$ cat config.mk
export PLATFORM = sky130hd
export DESIGN_NAME = variable_partition_allocator_top
export DESIGN_NICKNAME = d
export VERILOG_FILES = /design/src/hw/rtl/vpa_pkg.sv /design/src/hw/rtl/vpa_table.sv /design/src/hw/rtl/variable_partition_allocator_top.sv
export SDC_FILE = /design/constraint.sdc
export NUM_CORES = 2
export LEC_CHECK = 0
export ABC_CLOCK_PERIOD_IN_PS = 6200
export BUFFER_PORTS_ARGS = -buffer_cell sky130_fd_sc_hd__buf_4
export CORE_AREA = 2 2 368 734
export DETAILED_ROUTE_END_ITERATION = 8
export DIE_AREA = 0 0 370 736
export HOLD_SLACK_MARGIN = 0.1
export PLACE_DENSITY = 0.39
export SKIP_LAST_GASP = 1
export SYNTH_ARGS = -nofsm -noshare
export SYNTH_HDL_FRONTEND = slang
export SYNTH_SLANG_ARGS = --single-unit
$ cat constraint.sdc
create_clock -name clk_i -period 6.2 [get_ports clk_i]
set_input_delay 0.31 -clock clk_i [delete_from_list [all_inputs] [get_ports clk_i]]
set_output_delay 0.31 -clock clk_i [all_outputs]
set_load 0.01 [all_outputs]
$ cat src/hw/rtl/vpa_pkg.sv
`timescale 1ns / 1ps
`default_nettype none
package vpa_pkg;
  localparam int unsigned MaxSegmentsDefault = 32;
  localparam int unsigned AddrBitsDefault = 16;
  localparam int unsigned SizeW = 16;
  localparam int unsigned JobW = 8;
  localparam int unsigned StatusW = 3;
  localparam logic [SizeW-1:0] MemSizeReset = 16'd1024;

  localparam logic [StatusW-1:0] StOk = 3'd0;
  localparam logic [StatusW-1:0] StNoFit = 3'd1;
  localparam logic [StatusW-1:0] StBad = 3'd2;
  localparam logic [StatusW-1:0] StFull = 3'd3;
  localparam logic [StatusW-1:0] StNotFound = 3'd4;

  localparam logic OpAlloc = 1'b0;
  localparam logic OpFree = 1'b1;

  localparam logic [0:0] RegMemSize = 1'b0;
  localparam logic [0:0] RegPolicy = 1'b1;
endpackage
`default_nettype wire

$ cat src/hw/rtl/vpa_table.sv
`timescale 1ns / 1ps
`default_nettype none
// segment table: one entry read and one written per cycle, read data registered
module vpa_table #(
  parameter int unsigned Depth = 32,
  parameter int unsigned AddrBits = 16,
  parameter int unsigned IdxW = 5
) (
  input  wire logic                clk_i,
  input  wire logic                we_i,
  input  wire logic [IdxW-1:0]     waddr_i,
  input  wire logic [AddrBits-1:0] wstart_i,
  input  wire logic [vpa_pkg::SizeW-1:0] wlen_i,
  input  wire logic [vpa_pkg::JobW-1:0]  wowner_i,
  input  wire logic                wbusy_i,
  input  wire logic [IdxW-1:0]     raddr_i,
  output logic [AddrBits-1:0]      rstart_o,
  output logic [vpa_pkg::SizeW-1:0] rlen_o,
  output logic [vpa_pkg::JobW-1:0] rowner_o,
  output logic                     rbusy_o
);
  import vpa_pkg::*;
  logic [AddrBits+SizeW+JobW:0] mem [Depth];
  always_ff @(posedge clk_i) begin
    if (we_i) begin
      mem[waddr_i] <= {wstart_i, wlen_i, wowner_i, wbusy_i};
    end
    {rstart_o, rlen_o, rowner_o, rbusy_o} <= mem[raddr_i];
  end
endmodule
`default_nettype wire

$ cat src/hw/rtl/variable_partition_allocator_top.sv
`timescale 1ns / 1ps
`default_nettype none
// a transaction scans the table entry by entry (read, then compare), then, for a split or a merge,
// shifts entries one at a time to insert or remove a segment
// throughput: one transaction at a time; the table's one read and one write per cycle set the pace
// reset: asynchronous active low; table holds one free segment of 1024 units,
// built in the first cycle after reset while in_stall_o is held high
// memory_size write rebuilds the table at once if idle (entry 0 written, count set to one)
module variable_partition_allocator_top #(
  parameter int unsigned MAX_SEGMENTS = vpa_pkg::MaxSegmentsDefault,
  parameter int unsigned ADDR_BITS = vpa_pkg::AddrBitsDefault
) (
  input  wire logic clk_i,
  input  wire logic rst_ni,
  input  wire logic cfg_we_i,
  input  wire logic [0:0] cfg_index_i,
  input  wire logic [vpa_pkg::SizeW-1:0] cfg_data_i,
  input  wire logic in_valid_i,
  output logic in_stall_o,
  input  wire logic operation_i,
  input  wire logic [vpa_pkg::JobW-1:0] job_id_i,
  input  wire logic [vpa_pkg::SizeW-1:0] request_size_i,
  output logic out_valid_o,
  input  wire logic out_stall_i,
  output logic [vpa_pkg::StatusW-1:0] status_o,
  output logic [vpa_pkg::SizeW-1:0] granted_address_o
);
  import vpa_pkg::*;
  localparam int unsigned IdxW = $clog2(MAX_SEGMENTS);
  localparam int unsigned CntW = $clog2(MAX_SEGMENTS + 1);
  localparam logic [CntW-1:0] CntMax = CntW'(MAX_SEGMENTS);

  typedef enum logic [3:0] {
    S_IDLE, S_SCAN_RD, S_SCAN, S_DECIDE, S_SPL_RD, S_SPL_WR, S_SPL_FIN,
    S_FR_NX, S_FR_NXW, S_FR_RD, S_FR_PV, S_FR_PVW, S_RM_RD, S_RM_WR, S_DONE
  } state_e;

  state_e state_q;
  logic [SizeW-1:0] mem_size_q;
  logic policy_q;
  logic [CntW-1:0] count_q;
  logic op_q;
  logic [JobW-1:0] job_q;
  logic [SizeW-1:0] size_q;
  logic [CntW-1:0] k_q;          // scan / shift position
  logic found_q;
  logic [IdxW-1:0] pick_q;
  logic [SizeW-1:0] best_q;      // remainder of best candidate
  logic [ADDR_BITS-1:0] pstart_q;
  logic [SizeW-1:0] plen_q;
  logic [IdxW-1:0] keep_q;       // entry that absorbs
  logic [SizeW-1:0] klen_q;
  logic [ADDR_BITS-1:0] kstart_q;
  logic [StatusW-1:0] status_q;
  logic [SizeW-1:0] addr_q;

  // memory ports
  logic we;
  logic [IdxW-1:0] waddr, raddr;
  logic [ADDR_BITS-1:0] wstart, rstart;
  logic [SizeW-1:0] wlen, rlen;
  logic [JobW-1:0] wowner, rowner;
  logic wbusy, rbusy;

  vpa_table #(.Depth(MAX_SEGMENTS), .AddrBits(ADDR_BITS), .IdxW(IdxW)) u_table (
    .clk_i, .we_i(we), .waddr_i(waddr), .wstart_i(wstart), .wlen_i(wlen),
    .wowner_i(wowner), .wbusy_i(wbusy), .raddr_i(raddr), .rstart_o(rstart),
    .rlen_o(rlen), .rowner_o(rowner), .rbusy_o(rbusy)
  );

  // shared compare / subtract unit
  logic [SizeW-1:0] rem;
  logic fits, better;
  assign rem = rlen - size_q;
  assign fits = !rbusy && (rlen >= size_q);
  assign better = !found_q || (rem < best_q);

  logic cfg_rebuild;
  assign cfg_rebuild = cfg_we_i && (cfg_index_i == RegMemSize);

  // write port and read address selection
  always_comb begin
    we = 1'b0;
    waddr = '0;
    wstart = '0;
    wlen = '0;
    wowner = '0;
    wbusy = 1'b0;
    raddr = k_q[IdxW-1:0];
    unique case (state_q)
      S_IDLE: begin
        // entry 0 built after reset or on a memory_size write
        we = cfg_rebuild || (count_q == '0);
        wlen = cfg_rebuild ? cfg_data_i : mem_size_q;
      end
      S_DECIDE: begin
        // busy head written in place, for an exact fit or ahead of a split
        we = (op_q == OpAlloc) && found_q && ((plen_q == size_q) || (count_q < CntMax));
        waddr = pick_q;
        wstart = pstart_q;
        wlen = size_q;
        wowner = job_q;
        wbusy = 1'b1;
      end
      S_SPL_WR: begin
        we = 1'b1;
        waddr = IdxW'(k_q);
        wstart = rstart;
        wlen = rlen;
        wowner = rowner;
        wbusy = rbusy;
        raddr = IdxW'(k_q - 2'd2);
      end
      S_SPL_RD: raddr = IdxW'(k_q - 1'b1);
      S_SPL_FIN: begin
        // free remainder above the busy head
        we = 1'b1;
        waddr = IdxW'(pick_q + 1'b1);
        wstart = ADDR_BITS'(pstart_q + ADDR_BITS'(size_q));
        wlen = plen_q - size_q;
      end
      S_FR_NX: begin
        we = 1'b1;
        waddr = pick_q;
        wstart = pstart_q;
        wlen = plen_q;
        raddr = IdxW'(pick_q + 1'b1);
      end
      S_FR_NXW: begin
        we = 1'b1;
        waddr = keep_q;
        wstart = kstart_q;
        wlen = klen_q;
        raddr = IdxW'(pick_q - 1'b1);
      end
      S_FR_RD: begin
        // merged length stored, previous neighbor read
        we = 1'b1;
        waddr = keep_q;
        wstart = kstart_q;
        wlen = klen_q;
        raddr = IdxW'(pick_q - 1'b1);
      end
      S_FR_PVW: begin
        we = 1'b1;
        waddr = keep_q;
        wstart = kstart_q;
        wlen = klen_q;
      end
      S_RM_RD: raddr = IdxW'(k_q + 1'b1);
      S_RM_WR: begin
        we = 1'b1;
        waddr = IdxW'(k_q);
        wstart = rstart;
        wlen = rlen;
        wowner = rowner;
        wbusy = rbusy;
        raddr = IdxW'(k_q + 2'd2);
      end
      default: ;
    endcase
  end

  always_ff @(posedge clk_i or negedge rst_ni) begin
    if (!rst_ni) begin
      state_q <= S_IDLE;
      mem_size_q <= MemSizeReset;
      policy_q <= 1'b0;
      count_q <= '0;   // zero marks table not yet built after reset
      status_q <= StOk;
      addr_q <= '0;
      op_q <= OpAlloc;
      job_q <= '0;
      size_q <= '0;
      k_q <= '0;
      found_q <= 1'b0;
      pick_q <= '0;
      best_q <= '0;
      pstart_q <= '0;
      plen_q <= '0;
      keep_q <= '0;
      klen_q <= '0;
      kstart_q <= '0;
    end else begin
      unique case (state_q)
        S_IDLE: begin
          if (cfg_we_i && cfg_index_i == RegPolicy) policy_q <= cfg_data_i[0];
          if (cfg_rebuild) begin
            mem_size_q <= cfg_data_i;
            count_q <= CntW'(1);
          end else if (count_q == '0) begin
            count_q <= CntW'(1);   // entry 0 written from mem_size_q this cycle
          end
          if (in_valid_i && !in_stall_o) begin
            op_q <= operation_i;
            job_q <= job_id_i;
            size_q <= request_size_i;
            k_q <= '0;
            found_q <= 1'b0;
            addr_q <= '0;
            if (job_id_i == '0 || (operation_i == OpAlloc && request_size_i == '0)) begin
              status_q <= StBad;
              state_q <= S_DONE;
            end else begin
              state_q <= S_SCAN_RD;
            end
          end
        end
        S_SCAN_RD: state_q <= S_SCAN;
        S_SCAN: begin
          if (op_q == OpAlloc ? (fits && better) : (rbusy && rowner == job_q)) begin
            found_q <= 1'b1;
            pick_q <= IdxW'(k_q);
            best_q <= rem;
            pstart_q <= rstart;
            plen_q <= rlen;
          end
          if ((op_q == OpAlloc && fits && !policy_q) ||
              (op_q == OpFree && rbusy && rowner == job_q) ||
              (k_q + 1'b1 == count_q)) begin
            state_q <= S_DECIDE;
          end else begin
            k_q <= k_q + 1'b1;
            state_q <= S_SCAN_RD;
          end
        end
        S_DECIDE: begin
          if (!found_q) begin
            status_q <= (op_q == OpAlloc) ? StNoFit : StNotFound;
            state_q <= S_DONE;
          end else if (op_q == OpFree) begin
            klen_q <= plen_q;
            kstart_q <= pstart_q;
            keep_q <= pick_q;
            status_q <= StOk;
            state_q <= S_FR_NX;
          end else if (plen_q == size_q) begin
            status_q <= StOk;
            addr_q <= SizeW'(pstart_q);
            state_q <= S_DONE;
          end else if (count_q >= CntMax) begin
            status_q <= StFull;
            state_q <= S_DONE;
          end else begin
            status_q <= StOk;
            addr_q <= SizeW'(pstart_q);
            k_q <= count_q;
            state_q <= (count_q == CntW'(pick_q) + 1'b1) ? S_SPL_FIN : S_SPL_RD;
          end
        end
        // shift entries pick+1..count-1 up by one, top first
        S_SPL_RD: state_q <= S_SPL_WR;
        S_SPL_WR: begin
          k_q <= k_q - 1'b1;
          if (k_q - 1'b1 == CntW'(pick_q) + 1'b1) state_q <= S_SPL_FIN;
        end
        S_SPL_FIN: begin
          count_q <= count_q + 1'b1;
          state_q <= S_DONE;
        end
        // free: entry released (written in S_FR_NX), next read issued
        S_FR_NX: begin
          state_q <= S_FR_NXW;
        end
        S_FR_NXW: begin
          // rdata: entry pick+1
          if (CntW'(pick_q) + 1'b1 < count_q && !rbusy) begin
            klen_q <= klen_q + rlen;
            k_q <= CntW'(pick_q) + 1'b1;
            state_q <= (CntW'(pick_q) + 2'd2 < count_q) ? S_RM_RD : S_FR_RD;
            if (!(CntW'(pick_q) + 2'd2 < count_q)) count_q <= count_q - 1'b1;
          end else begin
            state_q <= S_FR_PV;
          end
          op_q <= OpFree;
        end
        S_FR_RD: state_q <= S_FR_PV;
        S_FR_PV: begin
          // rdata: entry pick-1
          if (pick_q != '0 && !rbusy) begin
            klen_q <= rlen + klen_q;
            kstart_q <= rstart;
            keep_q <= IdxW'(pick_q - 1'b1);
            k_q <= CntW'(pick_q);
            op_q <= OpAlloc;   // marks second merge pending
            state_q <= S_FR_PVW;
          end else begin
            state_q <= S_DONE;
          end
        end
        S_FR_PVW: begin
          if (k_q + 1'b1 < count_q) begin
            state_q <= S_RM_RD;
          end else begin
            count_q <= count_q - 1'b1;
            state_q <= S_DONE;
          end
        end
        // remove entry k: pull entries down
        S_RM_RD: state_q <= S_RM_WR;
        S_RM_WR: begin
          if (k_q + 2'd2 < count_q) begin
            k_q <= k_q + 1'b1;
          end else begin
            count_q <= count_q - 1'b1;
            // after the next-merge, store the merged length and check previous neighbor
            if (op_q == OpFree) begin
              state_q <= S_FR_RD;
            end else begin
              state_q <= S_DONE;
            end
          end
        end
        S_DONE: begin
          if (!out_stall_i) state_q <= S_IDLE;
        end
        default: state_q <= S_IDLE;
      endcase
    end
  end

  assign in_stall_o = (state_q != S_IDLE) || (count_q == '0);
  assign out_valid_o = (state_q == S_DONE);
  assign status_o = status_q;
  assign granted_address_o = addr_q;
endmodule
`default_nettype wire

==> metrics <==
pre-CTS setup slack 1.22 ns; Yosys Warn Count 0; CP endpoint pstart_q[1]; largest area contributor in the netlist edfxtp_1; CP Class flip-flop to flip-flop; CP max stage cell o41ai_1; CP max stage delay 0.74 ns; FF-to-FF path depth 14; synth unique cells 86; commonest register cell after synthesis edfxtp_1; largest register by flop count u_table.mem; die width 370 µm; final hold violation count 0; GRT Util Overall 18.1%; pwr/cell area 638 nW/µm²; clock sink count 1521; antenna viol nets, final 0; dpl cells 8784; Max VDD drop 0.000719 V; number of DRC markers in iteration 0 about 3.3k; RR Startpoint size_q[2]; Die H 736 µm; fin crit period 4.98 ns; area of the die 272000 µm²; CTS tree built; P_leak 0.0281 µW; Final period util between 80% and 90%; layout cells sized above 1 12.6%; status completed; Worst Path Required 6.84 ns; CP Max Fanout 54; unrepaired setup endpoints after global routing false; DR pass1 iterations 8; most frequent cells in the layout 1343 x nand2_1, 1312 x edfxtp_1, 292 x and3_1; CTS Buffer Depth 4; largest net degree at the start of global routing 99; max cap viols 0; Critical Path AT 5.62 ns; vias in the first global route 44.9k; Worst Clk Skew 0.0648 ns; number of flip-flops under the largest register name 1312; Synth area leaders edfxtp_1 59%, nand2_1 7.6%, dfrtp_1 6.3%; Mapped Area between 60000 and 70000 µm²; final net count ~5.6k; gr ovfl total 0; synthesized netlist net count 5498; Vias/cell 4.89; Hold Path Class input pin to asynchronous set/reset pin; Max Freq 0.201 GHz; worst-margin pin slew 1.32 ns; total CTS buffers 147; Synth top area share 59.4%; CP endpoint kind flip-flop; number of synthesized register bits 1521; gp weighted congestion ~0.9; num ports 68; most frequent cell on the critical path ha_1; total negative setup slack 0 ns; PortBufs 67; later-pin clock latency in the skew report 0.81 ns; postcts setup bufs 0; Starting Density roughly a quarter; Clk pin slew, worst setup/hold paths 0.07 ns; Post-route DRC 0; Post-DP HPWL about 160 mm; first-pass GRT wire length 351 mm; most common cell after layout, fill and taps aside nand2_1; CTS H-Tree Depth 4; vias post-DR about 44k; PnR worst setup slack roughly 1.2 ns; filler cell count 27.1k; fraction of registers with async set/reset 11.0%; placed standard-cell area 72300 µm²; fin cells 9099; Seq/Total Area, Yosys 66.9%; r2r setup slk 1.22 ns; reg2reg end pstart_q[1]; Post-Syn Instances 5330; Slew headroom 11.6%; Layout area overhead 16.6%; critical path cell sequence inv_1 > ha_1 > nor2b_1 > o21ai_0 > a21oi_1 > o31a_1 > o41ai_1 > o311ai_0 > ha_1 > nand4_1 > or4_1 > and3_2 > buf_12 > mux2_2; startpoint types flip-flop; Min Hold Slack 0.141 ns; wire length per cell 27.7 µm; final setup violation count 0; core area between 200000 and 300000 µm²; clk root buf clkbuf_16; initial antenna violation count 8; Routed WL 252 mm; Setup crit start size_q[2]; mean area per synthesized cell between 10 and 15 µm²; Post-synth EDFFs ~1.3k; Rows 268; fin. max-slew vios 0; design area ~77000 µm²
==> synth_stat cells (all sizes together) (40+ instances only) <==
| cell | count |
|---|---|
| a31oi | 58 |
| clkbuf | 170 |
| nand3 | 273 |
| a311oi | 127 |
| and3 | 294 |
| o21ai | 161 |
| dfxtp | 41 |
| inv | 81 |
| mux2i | 116 |
| edfxtp | 1312 |
| a21oi | 81 |
| o311ai | 42 |
| mux2 | 87 |
| ha | 116 |
| buf | 171 |
| xor2 | 40 |
| nor2 | 112 |
| nand2 | 1344 |
| nor4 | 51 |
| xnor2 | 53 |
| dfrtp | 167 |
| a211oi | 88 |
==> repair_timing <==
item | in CTS | in global routing
hold buffers | 56 | 0
endpoints found under the hold margin | 98 | 0
resized for setup | 0 | 0
==> area by class of cell <==
cell class,count,area [µm²],area share (%)
multi-input combinational,3386,20500,26.5
tap,3510,4390,5.68
antenna,2,5.00,0.00647
sequential,1521,44400,57.4
clock inverter,60,547,0.707
clock buffer,197,4000,5.17
timing repair buffer,341,3210,4.15
inverter,82,308,0.398
==> metrics by stage <==
step / power [µW] / util [%]
after floorplan: 29900 / -
after global placement: 41000 / 27.1
after detailed placement: 41000 / 27.1
after CTS: 50200 / 29.0
after global routing: 52300 / 29.0
final: 49400 / 29.0
==> critical path: cells and delay by family (launching register included) <==
kind | cells | cell delay [ns]
adders and majority gates | 2 | 0.74
AOI/OAI and AO/OA | 5 | 1.96
and+or+nand+nor | 4 | 1.02
DFF | 1 | 0.39
muxes | 1 | 0.33
buffers and inverters | 2 | 0.31
==> report_power, final <==
| part | switching (µW) | internal, µW | leakage (µW) |
|---|---|---|---|
| clock | 4060 | 4920 | 0.00222 |
| sequential | 902 | 13300 | 0.0147 |
| combinational | 17900 | 8230 | 0.0112 |
| total | 22900 | 26500 | 0.0281 |
==> how the worst min path moves through the flow <==
| stage | end |
|---|---|
| 3_5_place_dp | state_q[2] |
| 3_3_place_gp | state_q[2] |
| 4_1_cts | klen_q[2] |
| 5_1_grt | state_q[2] |
| 2_1_floorplan | best_q[0] |
| 6_report | state_q[2] |
==> cell families after synthesis <==
logic type | Yosys count | share of synthesized area [%]
simple gates | 2193 | 14.7
flops | 1521 | 66.9
compound gates | 776 | 8.60
buf+inv | 423 | 2.93
mux | 203 | 3.23
fa+ha+maj | 121 | 2.34
xor+xnor | 93 | 1.24
==> layer usage <==
layer | up-vias | track usage [%] | wire [µm]
li1 | 19998 | - | -
met1 | 23042 | 19.2 | 91400
met2 | 1021 | 35.2 | 140000
met3 | 393 | 1.43 | 6900
met4 | 2 | 9.13 | 14000
met5 | - | 0 | 13
(Power assumes the default switching activity.)
